**config.mk**
```make
export PLATFORM = sky130hd
export DESIGN_NAME = llmb_merge
export DESIGN_NICKNAME = d
export VERILOG_FILES = /design/src/sv/assert_macros.svh /design/src/sv/llmb_pkg.sv /design/src/sv/llmb_merge.sv
export SDC_FILE = /design/constraint.sdc
export NUM_CORES = 1
export LEC_CHECK = 0
export BUFFER_PORTS_ARGS = -buffer_cell sky130_fd_sc_hd__buf_2
export CAP_MARGIN = 25
export CORE_AREA = 4 4 99 101
export CTS_BUF_LIST = sky130_fd_sc_hd__clkbuf_16
export DETAILED_ROUTE_END_ITERATION = 10
export DIE_AREA = 0 0 103 105
export PLACE_DENSITY_LB_ADDON = 0.08
export SLEW_MARGIN = 25
export SYNTH_ARGS = -nofsm -noshare
export SYNTH_HDL_FRONTEND = slang
export SYNTH_SLANG_ARGS = --single-unit
```
**constraint.sdc**
```tcl
create_clock -name clk_i -period 3.2 [get_ports clk_i]
set_input_delay 0.32 -clock clk_i [delete_from_list [all_inputs] [get_ports clk_i]]
set_output_delay 0.32 -clock clk_i [all_outputs]
set_load 0.03 [all_outputs]
```
**src/sv/assert_macros.svh**
```systemverilog
// assertion helpers shared by the block, sampled on clk_i and quiet during reset
`ifndef ASSERT_MACROS_SVH
`define ASSERT_MACROS_SVH

`define LLMB_ASSERT(label, prop, msg) \
  label: assert property (@(posedge clk_i) disable iff (!rst_ni) prop) else $error(msg);

// property that must hold in the cycle after its trigger
`define LLMB_ASSERT_NEXT(label, pre, post, msg) \
  `LLMB_ASSERT(label, (pre) |=> (post), msg)

`endif

```
**src/sv/llmb_pkg.sv**
```systemverilog
`timescale 1ns / 1ps

package llmb_pkg;

  localparam int unsigned LANES      = 4;
  localparam int unsigned DATA_W     = 16;
  localparam int unsigned PROD_W     = 2 * DATA_W;
  localparam int unsigned BIAS_W     = 32;
  localparam int unsigned SHIFT_W    = 5;
  localparam int unsigned CFG_IDX_W  = 1;
  localparam int unsigned CFG_DATA_W = 5;

  localparam logic [SHIFT_W-1:0] OUT_SHIFT_RST   = 5'd15;
  localparam logic               BIAS_ENABLE_RST = 1'b1;

  typedef enum logic [CFG_IDX_W-1:0] {
    CFG_OUT_SHIFT   = 1'd0,
    CFG_BIAS_ENABLE = 1'd1
  } cfg_reg_e;

  // per-beat strobes from the pipeline control to every lane
  typedef struct packed {
    logic a_ld;    // capture product and start value
    logic first;   // beat in the product stage opens a run
    logic acc_en;  // product stage beat folds into the accumulator
    logic s_ld;    // closing beat: take a snapshot of the sum
    logic r_ld;    // snapshot moves through shift and rounding
  } lane_ctl_t;

endpackage

```
**src/sv/llmb_merge.sv**
```systemverilog
`timescale 1ns / 1ps

module llmb_merge #(
  parameter int unsigned ACC_WIDTH = 48
) (
  input  logic                               clk_i,
  input  logic                               ld_i,
  input  logic signed [ACC_WIDTH-1:0]        r_i [llmb_pkg::LANES],
  output logic signed [llmb_pkg::DATA_W-1:0] y_o [llmb_pkg::LANES],
  output logic                               sat_o
);

  localparam int unsigned HiW = ACC_WIDTH - llmb_pkg::DATA_W + 1;

  logic signed [llmb_pkg::DATA_W-1:0] y_d [llmb_pkg::LANES];
  logic [llmb_pkg::LANES-1:0]         clip;
  logic signed [llmb_pkg::DATA_W-1:0] y_q [llmb_pkg::LANES];
  logic                               sat_q;

  always_comb begin
    for (int i = 0; i < llmb_pkg::LANES; i++) begin
      // in range when the top bits down to the q1.15 sign all agree
      clip[i] = !((r_i[i][ACC_WIDTH-1 -: HiW] == '0) || (r_i[i][ACC_WIDTH-1 -: HiW] == '1));
      if (!clip[i]) begin
        y_d[i] = r_i[i][llmb_pkg::DATA_W-1:0];
      end else if (r_i[i][ACC_WIDTH-1]) begin
        y_d[i] = {1'b1, {(llmb_pkg::DATA_W-1){1'b0}}};
      end else begin
        y_d[i] = {1'b0, {(llmb_pkg::DATA_W-1){1'b1}}};
      end
    end
  end

  always_ff @(posedge clk_i) begin
    if (ld_i) begin
      y_q   <= y_d;
      sat_q <= |clip;
    end
  end

  assign y_o   = y_q;
  assign sat_o = sat_q;

endmodule
```
# --- Word level (Yosys, flattened, before mapping) ---
# Cells that the tools add are included.
totals:
  regBits: 65
  output_inout_bits: 65
op_classes:
  eq_ne: 4
  mux: 8
  n_reduce_logical: 13
ops:
  columns: ["cell", "n"]
  rows:
  - ["33-bit equality test, second input constant", 4]
  - ["33-bit zero test", 4]
  - ["16-bit two-way mux", 8]
  - ["1-bit zero test", 4]
  - ["1-bit logical OR", 4]
  - ["4-bit OR reduction", 1]

# --- Logic depth before layout (Yosys ltp) ---
depth:
  ltp_word: 4
  ltp_mapped: 7
  depth_no_buf: 5

# --- Worst setup path after synthesis ---
# OpenSTA, ideal clock, no wires.
synth_path:
  path_type: "in2reg"
  from: "in r_i[143] (netlist name)"
  to: "reg y_q (netlist bit y_o[38]) (data pin)"
  setup_time_ns: 0.270
  arrival_time_ns: 1.788
  t_required_ns: 2.930
  setup_slack_ns: 1.142
  path_stages: 7
  n_path_buf: 2
  path_cell_list: "buf_6 -> nor4_2 -> nand4_1 -> or4_4 -> o21ai_4 -> buf_12 -> mux2i_1"
synth_rtl:
  columns: ["item", "line", "source"]
  rows:
  - ["from (decl)", "llmb_merge.sv:8", "input logic signed [ACC_WIDTH-1:0] r_i [llmb_pkg::LANES],"]
  - ["to (signal assigned)", "llmb_merge.sv:36", "y_q <= y_d;"]
  - ["to (decl)", "llmb_merge.sv:17", "logic signed [llmb_pkg::DATA_W-1:0] y_q [llmb_pkg::LANES];"]

==> results.cfg <==
[clocking]
cts_root_buf = clkbuf_16
cts_max_level = 3
ctsHoldBuffers = 0
post_cts_buffers = 0
numCtsBuffers = 9
cts.repair.resized = 0
path_clk_slew_ns = 0.05
clock_sinks = 65
cts_tree = yes
cts_buffer_depth = 2

[layout]
antenna_cells = 0
drive_above_1_share_pct = 51.25
finalNonFillerCells = 669
layout.nets = 747
multi_input_area_sq_mm = 0.001160
ff_latch_area_sq_mm = 0.001952
area.growth.synth_to_final_pct = 50.77
fillerInstances = 828

[place]
place.gp.congestion = 0.8508
dpl.cell_count = 653
hpwl_microns = 7828
port_buffers = 258

[synthesis]
synth.avg_cell_area_sq_um = 11.32
synth-edff-count = 65
synthFlopType = edfxtp_1
synth.most_common_cell = edfxtp_1
async_reset_ff_share_pct = 0
synth_commonest_cells = 65 x edfxtp_1, 62 x nand2_1, 36 x nand4_1
seq_area_frac_synth_pct = 58.85
netlist_area_sq_mm = 0.003317
netlist_instances = 293
synthTopCellsByArea = edfxtp_1 59%, mux2i_1 9.1%, nand2_1 7.0%
synth_top_area_cell = edfxtp_1
syn-num-nets = 487
ys_types = 19
yosys.area.top_type_share_pct = 58.85
synth-seq-cells = 65
yosysWarnings = 0

[floorplan]
die_area_sq_mm = 0.01082
boundaryPins = 259
row_count = 35
die_h_microns = 105
start_util_pct = 36.77
core_sq_mm = 0.009021
die_w_microns = 103

[global_routing]
antenna_found_initial = 1
grt.total_usage_pct = 16.55
globalRouteOverflowTotal = 0
grt_max_degree = 35
grt_pass1_vias = 3083
grt_pass1_wl_microns = 13910

[timing]
setup_viol = 0
tightest_slew_ns = 0.7857
slew-limit-headroom_pct = 47.62
hold_violations = 0
maxSlewViolCount = 0
min_period_ns = 2.129
max_freq_mhz = 469.7
setup_tns_ns = 0
fin_crit_sh_pct = 66.53
rsz0062_at_grt = false

[power_and_ir_drop]
clkPwrFrac_pct = 39.1
p_leak_uw = 0.002262
swShare_pct = 26.66
vdd_drop_max_mv = 0.2620
seq_power_share_pct = 42.6
p_switching_uw = 646.4
internal_power_uw = 1778
cellPowerDensity_mw_per_mm2 = 484.8
combPwrFrac_pct = 18.3

[setup_path]
critical_path.max_fanout = 18
start_kind = primary input
crit_chain = buf_2 -> nor4_2 -> nand4_1 -> or4_4 -> o21ai_4 -> mux2i_1
crit_required_ns = 3.24
slowest_delay_ns = 0.56
cp-startpoint = r_i[47]
arrival_ns = 2.17
cp-end-kind = flop
crit_slowest_cell = o21ai_4
critPathKind = primary input to flop

[min_path]
hold_path.startpoint = r_i[191]
worstHoldPathType = primary input to flop

[drt]
final_antenna_net_count = 0
drt-total-wl_microns = 9696
dr_total_vias = 3278
vias_per_cell = 4.900
drt-initial-drc-count = 82
drc = 0
wl_per_cell_microns = 14.49
drt_pass1_iterations = 4

[outcome]
outcome = completed

[run]
max_cap_violations = 0
[layout make-up]
type	count	area share (%)
Sequential cell	65	39.03
Timing Repair Buffer	263	26.82
Multi-Input combinational cell	184	23.19
Clock buffer	9	4.503
Tap cell	111	2.777
Inverter	30	2.252
Clock inverter	7	1.426
[registers in the layout (all words and copies together), names as in the netlist]
name	count
sat_o	1
y_o	64
[critical path, delay by kind of cell]
kind            cells  cell delay, ns
simple gates        3            0.90
compound gates      1            0.56
buf+inv             1            0.20
mux                 1            0.17
[cell usage in the layout, fill, tap and decap left out, types with 4 or more instances in the layout]
master / n
buf_2: 258
buf_4: 4
clkbuf_16: 9
edfxtp_1: 65
inv_1: 30
mux2i_1: 30
nand2_1: 62
nand3_1: 5
nand4_1: 36
nor4_1: 30
or4_1: 6
[per-stage QoR]
| stage | total power (uW) | area, sq um | hold WS, ns | util [%] | setup slack (ns) |
|---|---|---|---|---|---|
| after detailed placement | 1497 | 4705 | 0.5227 | 52.15 | 0.7088 |
| after CTS | 2459 | 5001 | 0.1886 | 55.44 | 1.044 |
| after global placement | 1489 | 4705 | 0.5220 | 52.15 | 0.7449 |
| after global routing | 2528 | 5001 | 0.1920 | 55.44 | 0.9314 |
| final | 2424 | 5001 | 0.2027 | 55.44 | 1.071 |
| after floorplan | 1261 | 3317 | 0.4325 | - | 1.142 |
[metal layers]
layer	vias to the layer above	track usage, %	share of wire, %
met5	-	0	0.072
met4	2	7.216	2.3
met3	22	5.541	10
met2	140	27.27	49
met1	1474	19.29	38
li1	1640	-	-
[path summary, 6_finish.rpt]
check,endpoint,slack (ns),depth (start not counted)
worst min-delay path,y_o[63]$_DFFE_PP_,0.20,1
worst max-delay path,y_o[10]$_DFFE_PP_,1.07,6
[power by group through the flow]
stage,combinational (uW),clock [uW],sequential [uW]
after floorplan,65.9,0,1190
after global placement,439,0,1050
after detailed placement,447,0,1050
after CTS,447,978,1030
after global routing,480,1010,1040
final,443,949,1030
[kinds of logic (layout without fill, tap and decap cells)]
logic type / after synthesis / after routing / share of synthesized area (%)
muxes: 30 / 30 / 9.053
AOI/OAI and AO/OA: 6 / 6 / 1.735
and+or+nand+nor: 148 / 148 / 23.95
buffers and inverters: 44 / 309 / 6.413
DFF: 65 / 65 / 58.85
Note: power is estimated with default switching activity, not from simulation.
