File: src/sv/assert_macros.svh
// assertion helpers shared by the block, sampled on clk_i and quiet during reset
`ifndef ASSERT_MACROS_SVH
`define ASSERT_MACROS_SVH

`define LLMB_ASSERT(label, prop, msg) \
  label: assert property (@(posedge clk_i) disable iff (!rst_ni) prop) else $error(msg);

// property that must hold in the cycle after its trigger
`define LLMB_ASSERT_NEXT(label, pre, post, msg) \
  `LLMB_ASSERT(label, (pre) |=> (post), msg)

`endif

File: src/sv/llmb_pkg.sv
`timescale 1ns / 1ps

package llmb_pkg;

  localparam int unsigned LANES      = 4;
  localparam int unsigned DATA_W     = 16;
  localparam int unsigned PROD_W     = 2 * DATA_W;
  localparam int unsigned BIAS_W     = 32;
  localparam int unsigned SHIFT_W    = 5;
  localparam int unsigned CFG_IDX_W  = 1;
  localparam int unsigned CFG_DATA_W = 5;

  localparam logic [SHIFT_W-1:0] OUT_SHIFT_RST   = 5'd15;
  localparam logic               BIAS_ENABLE_RST = 1'b1;

  typedef enum logic [CFG_IDX_W-1:0] {
    CFG_OUT_SHIFT   = 1'd0,
    CFG_BIAS_ENABLE = 1'd1
  } cfg_reg_e;

  // per-beat strobes from the pipeline control to every lane
  typedef struct packed {
    logic a_ld;    // capture product and start value
    logic first;   // beat in the product stage opens a run
    logic acc_en;  // product stage beat folds into the accumulator
    logic s_ld;    // closing beat: take a snapshot of the sum
    logic r_ld;    // snapshot moves through shift and rounding
  } lane_ctl_t;

endpackage

File: src/sv/llmb_lane.sv
`timescale 1ns / 1ps

module llmb_lane #(
  parameter int unsigned ACC_WIDTH = 48
) (
  input  logic                                   clk_i,
  input  logic                                   rst_ni,
  input  llmb_pkg::lane_ctl_t                    ctl_i,
  input  logic                                   bias_en_i,
  input  logic [llmb_pkg::SHIFT_W-1:0]           shift_i,
  input  logic signed [llmb_pkg::DATA_W-1:0]     act_i,
  input  logic signed [llmb_pkg::DATA_W-1:0]     w_i,
  input  logic signed [llmb_pkg::BIAS_W-1:0]     bias_i,
  output logic signed [ACC_WIDTH-1:0]            r_o
);

  logic signed [llmb_pkg::PROD_W-1:0] prod_q;
  logic signed [llmb_pkg::BIAS_W-1:0] base_q;
  logic signed [ACC_WIDTH-1:0]        acc_q, acc_d;
  logic signed [ACC_WIDTH-1:0]        s_q;
  logic signed [ACC_WIDTH-1:0]        shr;
  logic [ACC_WIDTH-1:0]               rnd_mask;
  logic                               rnd_bit;
  logic signed [ACC_WIDTH-1:0]        r_q, r_d;

  always_ff @(posedge clk_i) begin
    if (ctl_i.a_ld) begin
      prod_q <= act_i * w_i;
      base_q <= bias_en_i ? bias_i : '0;
    end
  end

  // wraps modulo 2^ACC_WIDTH
  assign acc_d = (ctl_i.first ? ACC_WIDTH'(base_q) : acc_q) + ACC_WIDTH'(prod_q);

  always_ff @(posedge clk_i or negedge rst_ni) begin
    if (!rst_ni) begin
      acc_q <= '0;
    end else if (ctl_i.acc_en) begin
      acc_q <= acc_d;
    end
  end

  always_ff @(posedge clk_i) begin
    if (ctl_i.s_ld) begin
      s_q <= acc_d;
    end
  end

  // round half up: floor shift plus the last bit shifted out
  assign shr      = s_q >>> shift_i;
  assign rnd_mask = (shift_i == '0) ? '0
                  : ({{(ACC_WIDTH-1){1'b0}}, 1'b1} << (shift_i - 5'd1));
  assign rnd_bit  = |(s_q & rnd_mask);
  assign r_d      = shr + {{(ACC_WIDTH-1){1'b0}}, rnd_bit};

  always_ff @(posedge clk_i) begin
    if (ctl_i.r_ld) begin
      r_q <= r_d;
    end
  end

  assign r_o = r_q;

endmodule

File: config.mk
export PLATFORM = sky130hd
export DESIGN_NAME = llmb_lane
export DESIGN_NICKNAME = d
export VERILOG_FILES = /design/src/sv/assert_macros.svh /design/src/sv/llmb_pkg.sv /design/src/sv/llmb_lane.sv
export SDC_FILE = /design/constraint.sdc
export NUM_CORES = 1
export LEC_CHECK = 0
export BUFFER_PORTS_ARGS = -buffer_cell sky130_fd_sc_hd__buf_2
export CORE_MARGIN = 3
export CORE_UTILIZATION = 60
export CTS_BUF_LIST = sky130_fd_sc_hd__clkbuf_8
export DETAILED_ROUTE_END_ITERATION = 6
export PLACE_DENSITY_LB_ADDON = 0.3
export SYNTH_ARGS = -nofsm -noshare
export SYNTH_HDL_FRONTEND = slang
export SYNTH_SLANG_ARGS = --single-unit
File: constraint.sdc
create_clock -name clk_i -period 8.9 [get_ports clk_i]
set_clock_uncertainty 0.05 [all_clocks]
set_input_delay 1.335 -clock clk_i [delete_from_list [all_inputs] [get_ports clk_i]]
set_output_delay 1.335 -clock clk_i [all_outputs]
set_load 0.01 [all_outputs]
**Yosys cells after proc, flatten, opt, wreduce, memory -nomap -nowiden**

Cells that the tools add are included.

- Word-level logic and storage cells: 16
- Output and inout bits: 48
- Register bits: 208

- Bitwise logic cells: 1
- Multipliers: 1
- Add/subtract/negate cells: 3
- Multiplexer cells: 2
- Reductions and logical operators: 2
- Shift-type cells: 2

Operator list:

| cell | number |
|---|---|
| $mux 48 | 2 |
| $add 48x1->48 | 1 |
| $add 48x32->48 | 1 |
| $and 48x48->48 | 1 |
| $reduce_or 48->1 | 1 |
| $shl 1x5->48 const A | 1 |
| $sshr 48x5->48 | 1 |
| $mul 16x16->32 | 1 |
| $logic_not 5->1 | 1 |
| $sub 5x1->5 const B | 1 |

**Longest topological paths before layout**

Gate-level depths: netlist of run 1.

- Depth after elaboration: 6
- Gate-level depth with buffers: 25

**Worst setup path before layout of run 1**

No wires, ideal clock.

- Path type: input -> register
- From: in w_i[1] in the netlist's numbering
- To: reg prod_q[31] in the netlist's numbering (data pin)
- Setup time: 0.260 ns
- Data required time: 8.590 ns
- Cell stages on the path: 22
- Data arrival time: 6.800 ns
- Setup slack: 1.790 ns
- Cell sequence: clkbuf_1 > nand2_1 > inv_1 > fa_1 > fa_1 > fa_1 > fa_1 > fa_1 > inv_1 > fa_1 > inv_1 > ha_1 > a21o_1 > a21o_1 > a21o_1 > a21oi_1 > o21ai_0 > o311ai_0 > a21oi_1 > a21o_1 > a21oi_1 > xnor2_1

- Longest elaborated chain between the ends: 1

Ends and longest elaborated chain:

| what | line | text |
|---|---|---|
| start, declared | llmb_lane.sv:12 | `input logic signed [llmb_pkg::DATA_W-1:0] w_i,` |
| $mul 16x16->32 | llmb_lane.sv:28 | `prod_q <= act_i * w_i;` |
| end signal, assigned | llmb_lane.sv:28 |  |
| end, declared | llmb_lane.sv:17 | `logic signed [llmb_pkg::PROD_W-1:0] prod_q;` |

No other way between the ends.
A chain may end at the register's enable or synchronous reset.

**Worst setup path after layout of run 1**

- From: in act_i[15] in the netlist's numbering
- To: reg prod_q[31] in the netlist's numbering (data pin)

- Longest elaborated chain between the ends: 1

Ends and longest elaborated chain:

| what | line | text |
|---|---|---|
| start, declared | llmb_lane.sv:11 | `input logic signed [llmb_pkg::DATA_W-1:0] act_i,` |
| $mul 16x16->32 | llmb_lane.sv:28 |  |

No other way between the ends.

==> summary.txt, run 1 <==
ant diodes - 0
Overflow after GRT - 0
post-synthesis register bit count - 208
syn_nets - 2937
max_cap viols - 0
synthesized instance count - 2466
DRT iter0 DRCs - 1385
DRC viols - 0
Syn Area/Cell - 10.20 µm²
Clock Latency Late Sink - 0.56 ns
setup ws final - 1.357 ns
EDFF count, synth - 160
worst slack, placed - 0.3853 ns
Worst-Margin Slew - 1.097 ns
row count - 74
# nets final - 2995
die area - 0.04442 mm²
most frequent cells in the layout - inv_1, fa_1, nand2_1
Die Ht - 210.8 µm
crit path time final - 7.543 ns
count of different cell masters after synthesis - 88
# IOs - 125
post-CTS setup buffer count - 0
H-tree Lvls - 2
CTS Sinks - 208
RSZ-0062 raised after global routing - no
non-filler cells, final - 3082
Die Wd - 210.8 µm
worst-path fanout max - 16
Final period util - 84.76%
Final setup viols - 0
worst hold path class - flip-flop to flip-flop
CTS Buf Count - 34
startpoint types - primary input
vias in the first global route - 19461
# resized after CTS - 0
Synth area leader - fa_1
WS Path Type - primary input to flip-flop
status - finished clean
Top FF cell, synth - edfxtp_1
Clock Root Buffer - clkbuf_8
synth top area cells - fa_1, edfxtp_1, ha_1
CP dominant cell by count - fa_1
register area - 0.006006 mm²
CP Cell Sequence - buf_2, nand2_1, inv_1, fa_1, fa_1, inv_1, fa_1, inv_1, fa_1, fa_1, inv_1, fa_1, inv_1, ha_1, and4_1, and2_1, nand2_1, a2111oi_1, o311ai_0, a21oi_1, a21o_1, a21oi_1, xnor2_1
post-route ant nets - 0
Ys Warns - 0
Vias - 18541
hold bufs inserted after CTS - 0
initial antenna violation count - 1
largest stage delay on the critical path - 0.80 ns
final count of pins violating max slew - 0
Starting Density - 61.19%
Clock Tree Buf Depth - 3
CTS tree - yes
setup TNS - 0 ns
worst path required time - 9.16 ns
Buffers on Ports - 124
Vias per Instance - 6.016
Multi-input gate area - 0.01716 mm²
Mapped Area - 0.02516 mm²
Peak Freq - 132.6 MHz
Crit. End Element - flip-flop
Worst EP arrival - 7.81 ns
Routed WL - 62430 µm
Fillers - 3364
share of layout cells above drive strength 1 - 14.47%
post-DP HPWL - 49170 µm
Avg WL per Cell - 20.26 µm
Total GRT Usage - 28.48%
Clock transition at path regs - 0.06 ns
Crit-path slowest cell - a2111oi_1
total core area - 0.04111 mm²
Async SR Flop Fraction - 23.08%
Area growth syn-to-layout - 5.735%
sequential fraction of the synthesis area - 23.87%
gpl congestion - 0.9595
relative slew slack - 26.84%
drt first pass iters - 6
commonest non-fill, non-tap cell in the layout - inv_1
largest net degree at the start of global routing - 65
top-area cell type share of the netlist area - 20.93%
first-pass GRT wire length - 101400 µm
# placed instances - 3020
Hold Vio Cnt, Final - 0
## metal layers
metal	routed length (µm)	track usage, %	vias up
met5	0	0	-
met4	3098	13.12	0
met3	3276	3.297	172
met2	31580	50.48	698
met1	24480	35.17	9178
li1	-	-	8493
## final cells by class
cell class              count  area share, %
repair buffers            139          2.766
inverters                 367          5.179
clock buffers              38          1.966
well taps                 532          2.502
multi-input cells        1774          64.49
clock inverters            24         0.5127
flip-flops and latches    208          22.58
## metrics by stage
step           hold slack (ns)  utilization, %  area (µm²)
5_1_grt                 0.4767           64.70       26600
3_5_place_dp            0.4426           63.10       25940
4_1_cts                 0.4576           64.70       26600
6_report                0.4556           64.70       26600
3_3_place_gp            0.4129           63.10       25940
2_1_floorplan           0.3985               -       25160
## final timing paths
path / from / endpoint / slack [ns] / cells after the start
max: act_i[15] / prod_q[31] / 1.36 / 23
min: acc_q[30] / acc_q[30] / 0.46 / 1
max reg2reg: acc_q[0] / s_q[46] / 4.37 / 14
min reg2reg: acc_q[30] / acc_q[30] / 0.46 / 1
max in group asynchronous: rst_ni / acc_q[1] / 7.41 / 2
min in group asynchronous: rst_ni / acc_q[46] / 0.84 / 2
## cells by family (layout without fill, tap and decap cells)
group	after synthesis	after routing	synth area share [%]
simple gates	669	669	13.38
buf+inv	484	568	7.938
fa+ha+maj	394	394	27.44
compound gates	370	370	9.729
mux	221	221	13.40
flops	208	208	23.87
xor+xnor	120	120	4.233
## cells in the mapped netlist (all sizes together) (11+ instances only)
cell type / instances
mux4: 79
nand2b: 18
clkbuf: 73
buf: 44
edfxtp: 160
o211ai: 15
a21o: 42
xnor2: 79
ha: 131
xor2: 40
nand4: 11
fa: 263
o21a: 15
dfrtp: 48
o21ai: 83
nor2b: 15
nand3: 28
mux2i: 52
a211oi: 13
and2: 171
inv: 366
o21bai: 11
a21oi: 87
nor3: 28
nor4: 12
nor2: 109
mux2: 90
a31oi: 16
nand2: 224
## state kept, by name, summed over array words and instances, names as in the netlist
| register | count |
|---|---|
| acc_q | 48 |
| prod_q | 32 |
| r_o | 48 |
| s_q | 48 |
| base_q | 32 |
## worst max-delay path, delay by kind of cell
kind                     cells  cell delay (ns)
buffers and inverters        6             0.65
XOR/XNOR                     1             0.12
AND/OR/NAND/NOR              4             0.68
AO/OA/AOI/OAI                5             1.65
adder cells (fa/ha/maj)      7             3.34
Power of run 1 is not shown: default switching activity piles up to over one toggle a cycle in this logic, so the estimate is an artifact.
==> run 2: changes to the inputs <==
clock period = 7.9 ns   (was 8.9 ns; I/O delays follow)
==> run 2 against run 1 <==
Compared with the run above:
- final cell count barely moved
- sequential share of layout area barely moved
- via count fell by 0.19%
- first-iteration DRC count fell by 1.2%
- worst setup slack got worse by 0.84 ns
- core utilization barely moved
- die area did not move
- register-to-register slack got worse by 1.1 ns
- critical path depth did not move
- global-route usage fell by 0.42 points
- design area barely moved
- wire length fell by 1.1%
- largest cell class unchanged
==> summary.txt, run 2 (synthesis results as in run 1) <==
status - finished clean (unchanged)
share of layout cells above drive strength 1 - 14.53% (was 14.47%)
Hold Vio Cnt, Final - 0 (unchanged)
Vias - 18506 (was 18541)
DP Area - 0.02595 mm² (was 0.02594 mm²)
most frequent cells in the layout - inv_1, fa_1, nand2_1 (unchanged)
non-filler cells, final - 3079 (was 3082)
Vias per Instance - 6.010 (was 6.016)
DRC viols - 0 (unchanged)
crit path time final - 7.385 ns
startpoint types - primary input (unchanged)
CTS Sinks - 208 (unchanged)
worst path required time - 8.19 ns (was 9.16 ns)
worst-path fanout max - 16 (unchanged)
Clock Latency Late Sink - 0.63 ns (was 0.56 ns)
Die Ht - 210.8 µm (unchanged)
hold bufs inserted after CTS - 0 (unchanged)
Die Wd - 210.8 µm (unchanged)
Avg WL per Cell - 20.05 µm (was 20.26 µm)
relative slew slack - 27.44% (was 26.84%)
drt first pass iters - 5 (was 6)
# resized after CTS - 0 (unchanged)
Clock Tree Buf Depth - 3 (unchanged)
# IOs - 125 (unchanged)
DRT iter0 DRCs - 1369 (was 1385)
post-CTS setup buffer count - 0 (unchanged)
# placed instances - 3022 (was 3020)
post-route ant nets - 0 (unchanged)
Clock transition at path regs - 0.06 ns (about the same)
reg2reg start - acc_q[0] (unchanged)
Peak Freq - 135.4 MHz
ant diodes - 0 (unchanged)
max_cap viols - 0 (unchanged)
Clock Root Buffer - clkbuf_8 (unchanged)
Crit. End Element - flip-flop (unchanged)
final count of pins violating max slew - 0 (unchanged)
Overflow after GRT - 0 (unchanged)
Starting Density - 61.19% (unchanged)
initial antenna violation count - 1 (unchanged)
row count - 74 (unchanged)
gpl congestion - 0.9365 (was 0.9595)
Final period util - 93.48%
CTS Buf Count - 31 (was 34)
Final setup viols - 0 (unchanged)
first-pass GRT wire length - 100600 µm (was 101400 µm)
post-DP HPWL - 48540 µm (was 49170 µm)
Fillers - 3356 (was 3364)
Worst EP arrival - 7.67 ns (was 7.81 ns)
commonest non-fill, non-tap cell in the layout - inv_1 (unchanged)
largest net degree at the start of global routing - 65 (unchanged)
RSZ-0062 raised after global routing - no (unchanged)
WS Path Type - primary input to flip-flop (unchanged)
total core area - 0.04111 mm² (unchanged)
cell area after layout - 0.02662 mm² (was 0.02660 mm²)
crit path launch - act_i[15] (unchanged)
worst hold path class - flip-flop to flip-flop (unchanged)
R2R cell count - 14 (unchanged)
Worst-Margin Slew - 1.074 ns (was 1.097 ns)
Total GRT Usage - 28.06% (was 28.48%)
H-tree Lvls - 1 (was 2)
Hold Startpoint - acc_q[9] (was acc_q[30])
setup TNS - 0 ns (unchanged)
# nets final - 2994 (was 2995)
CTS tree - yes (unchanged)
Buffers on Ports - 124 (unchanged)
Worst Hold Depth - 1 (unchanged)
vias in the first global route - 19402 (was 19461)
Area growth syn-to-layout - 5.799% (was 5.735%)
die area - 0.04442 mm² (unchanged)
Routed WL - 61730 µm (was 62430 µm)
[run 2: cell types whose count changed in the layout (fill, tap and decap cells not counted), sizes merged]
cell | before | now
buf | 139 | 141
bufinv | 1 | 3
clkbuf | 38 | 35
clkinv | 13 | 9
clkinvlp | 1 | 3
inv | 376 | 374
[run 2: worst paths after layout]
| kind | endpoint | slack [ns] |
|---|---|---|
| min in group asynchronous | acc_q[45] | 0.65 |
| worst min register to register | acc_q[9] | 0.45 |
| max in group asynchronous | acc_q[19] | 6.65 |
| worst min-delay path | acc_q[9] | 0.45 |
| worst max-delay path | prod_q[31] | 0.52 |
| worst max register to register | s_q[46] | 3.27 |
[run 2: per-stage QoR]
step                util (%)  hold WS, ns  worst slack (ns)
global placement       63.13       0.4139           -0.2528
finish                 64.74       0.4530            0.5150
CTS                    64.74       0.4545            0.1878
global route           64.74       0.4685            0.2455
detailed placement     63.13       0.4379           -0.4436
floorplan                  -       0.3985            0.9399
[run 2: layout make-up]
| cell class | count | area [µm²] | share of cell area (%) |
|---|---|---|---|
| multi-input cells | 1774 | 17160 | 64.46 |
| flip-flops and latches | 208 | 6006 | 22.56 |
| inverters | 367 | 1378 | 5.176 |
| repair buffers | 141 | 750.7 | 2.821 |
| well taps | 532 | 665.6 | 2.501 |
| clock buffers | 35 | 481.7 | 1.810 |
| clock inverters | 22 | 178.9 | 0.6722 |
[run 2: metal layers]
layer / global-route usage [%] / vias up / part of all wire, %
met5: 0 / - / 0
met4: 13.00 / 0 / 5.0
met3: 2.822 / 160 / 5.9
met2: 49.58 / 714 / 50
met1: 35.02 / 9146 / 39
li1: - / 8486 / -
[run 2: critical path, stage by stage]
cell and delay (ns):
buf_2 0.27, nand2_1 0.16, inv_1 0.15, fa_1 0.51, fa_1 0.53, inv_1 0.06, fa_1 0.49, inv_1 0.05
fa_1 0.50, fa_1 0.49, inv_1 0.05, fa_1 0.48, inv_1 0.04, ha_1 0.32, and4_1 0.26, and2_1 0.17
nand2_1 0.12, a2111oi_1 0.83, o311ai_0 0.39, a21oi_1 0.28, a21o_1 0.14, a21oi_1 0.07, xnor2_1 0.12
Power of run 2 is left out for the same reason.
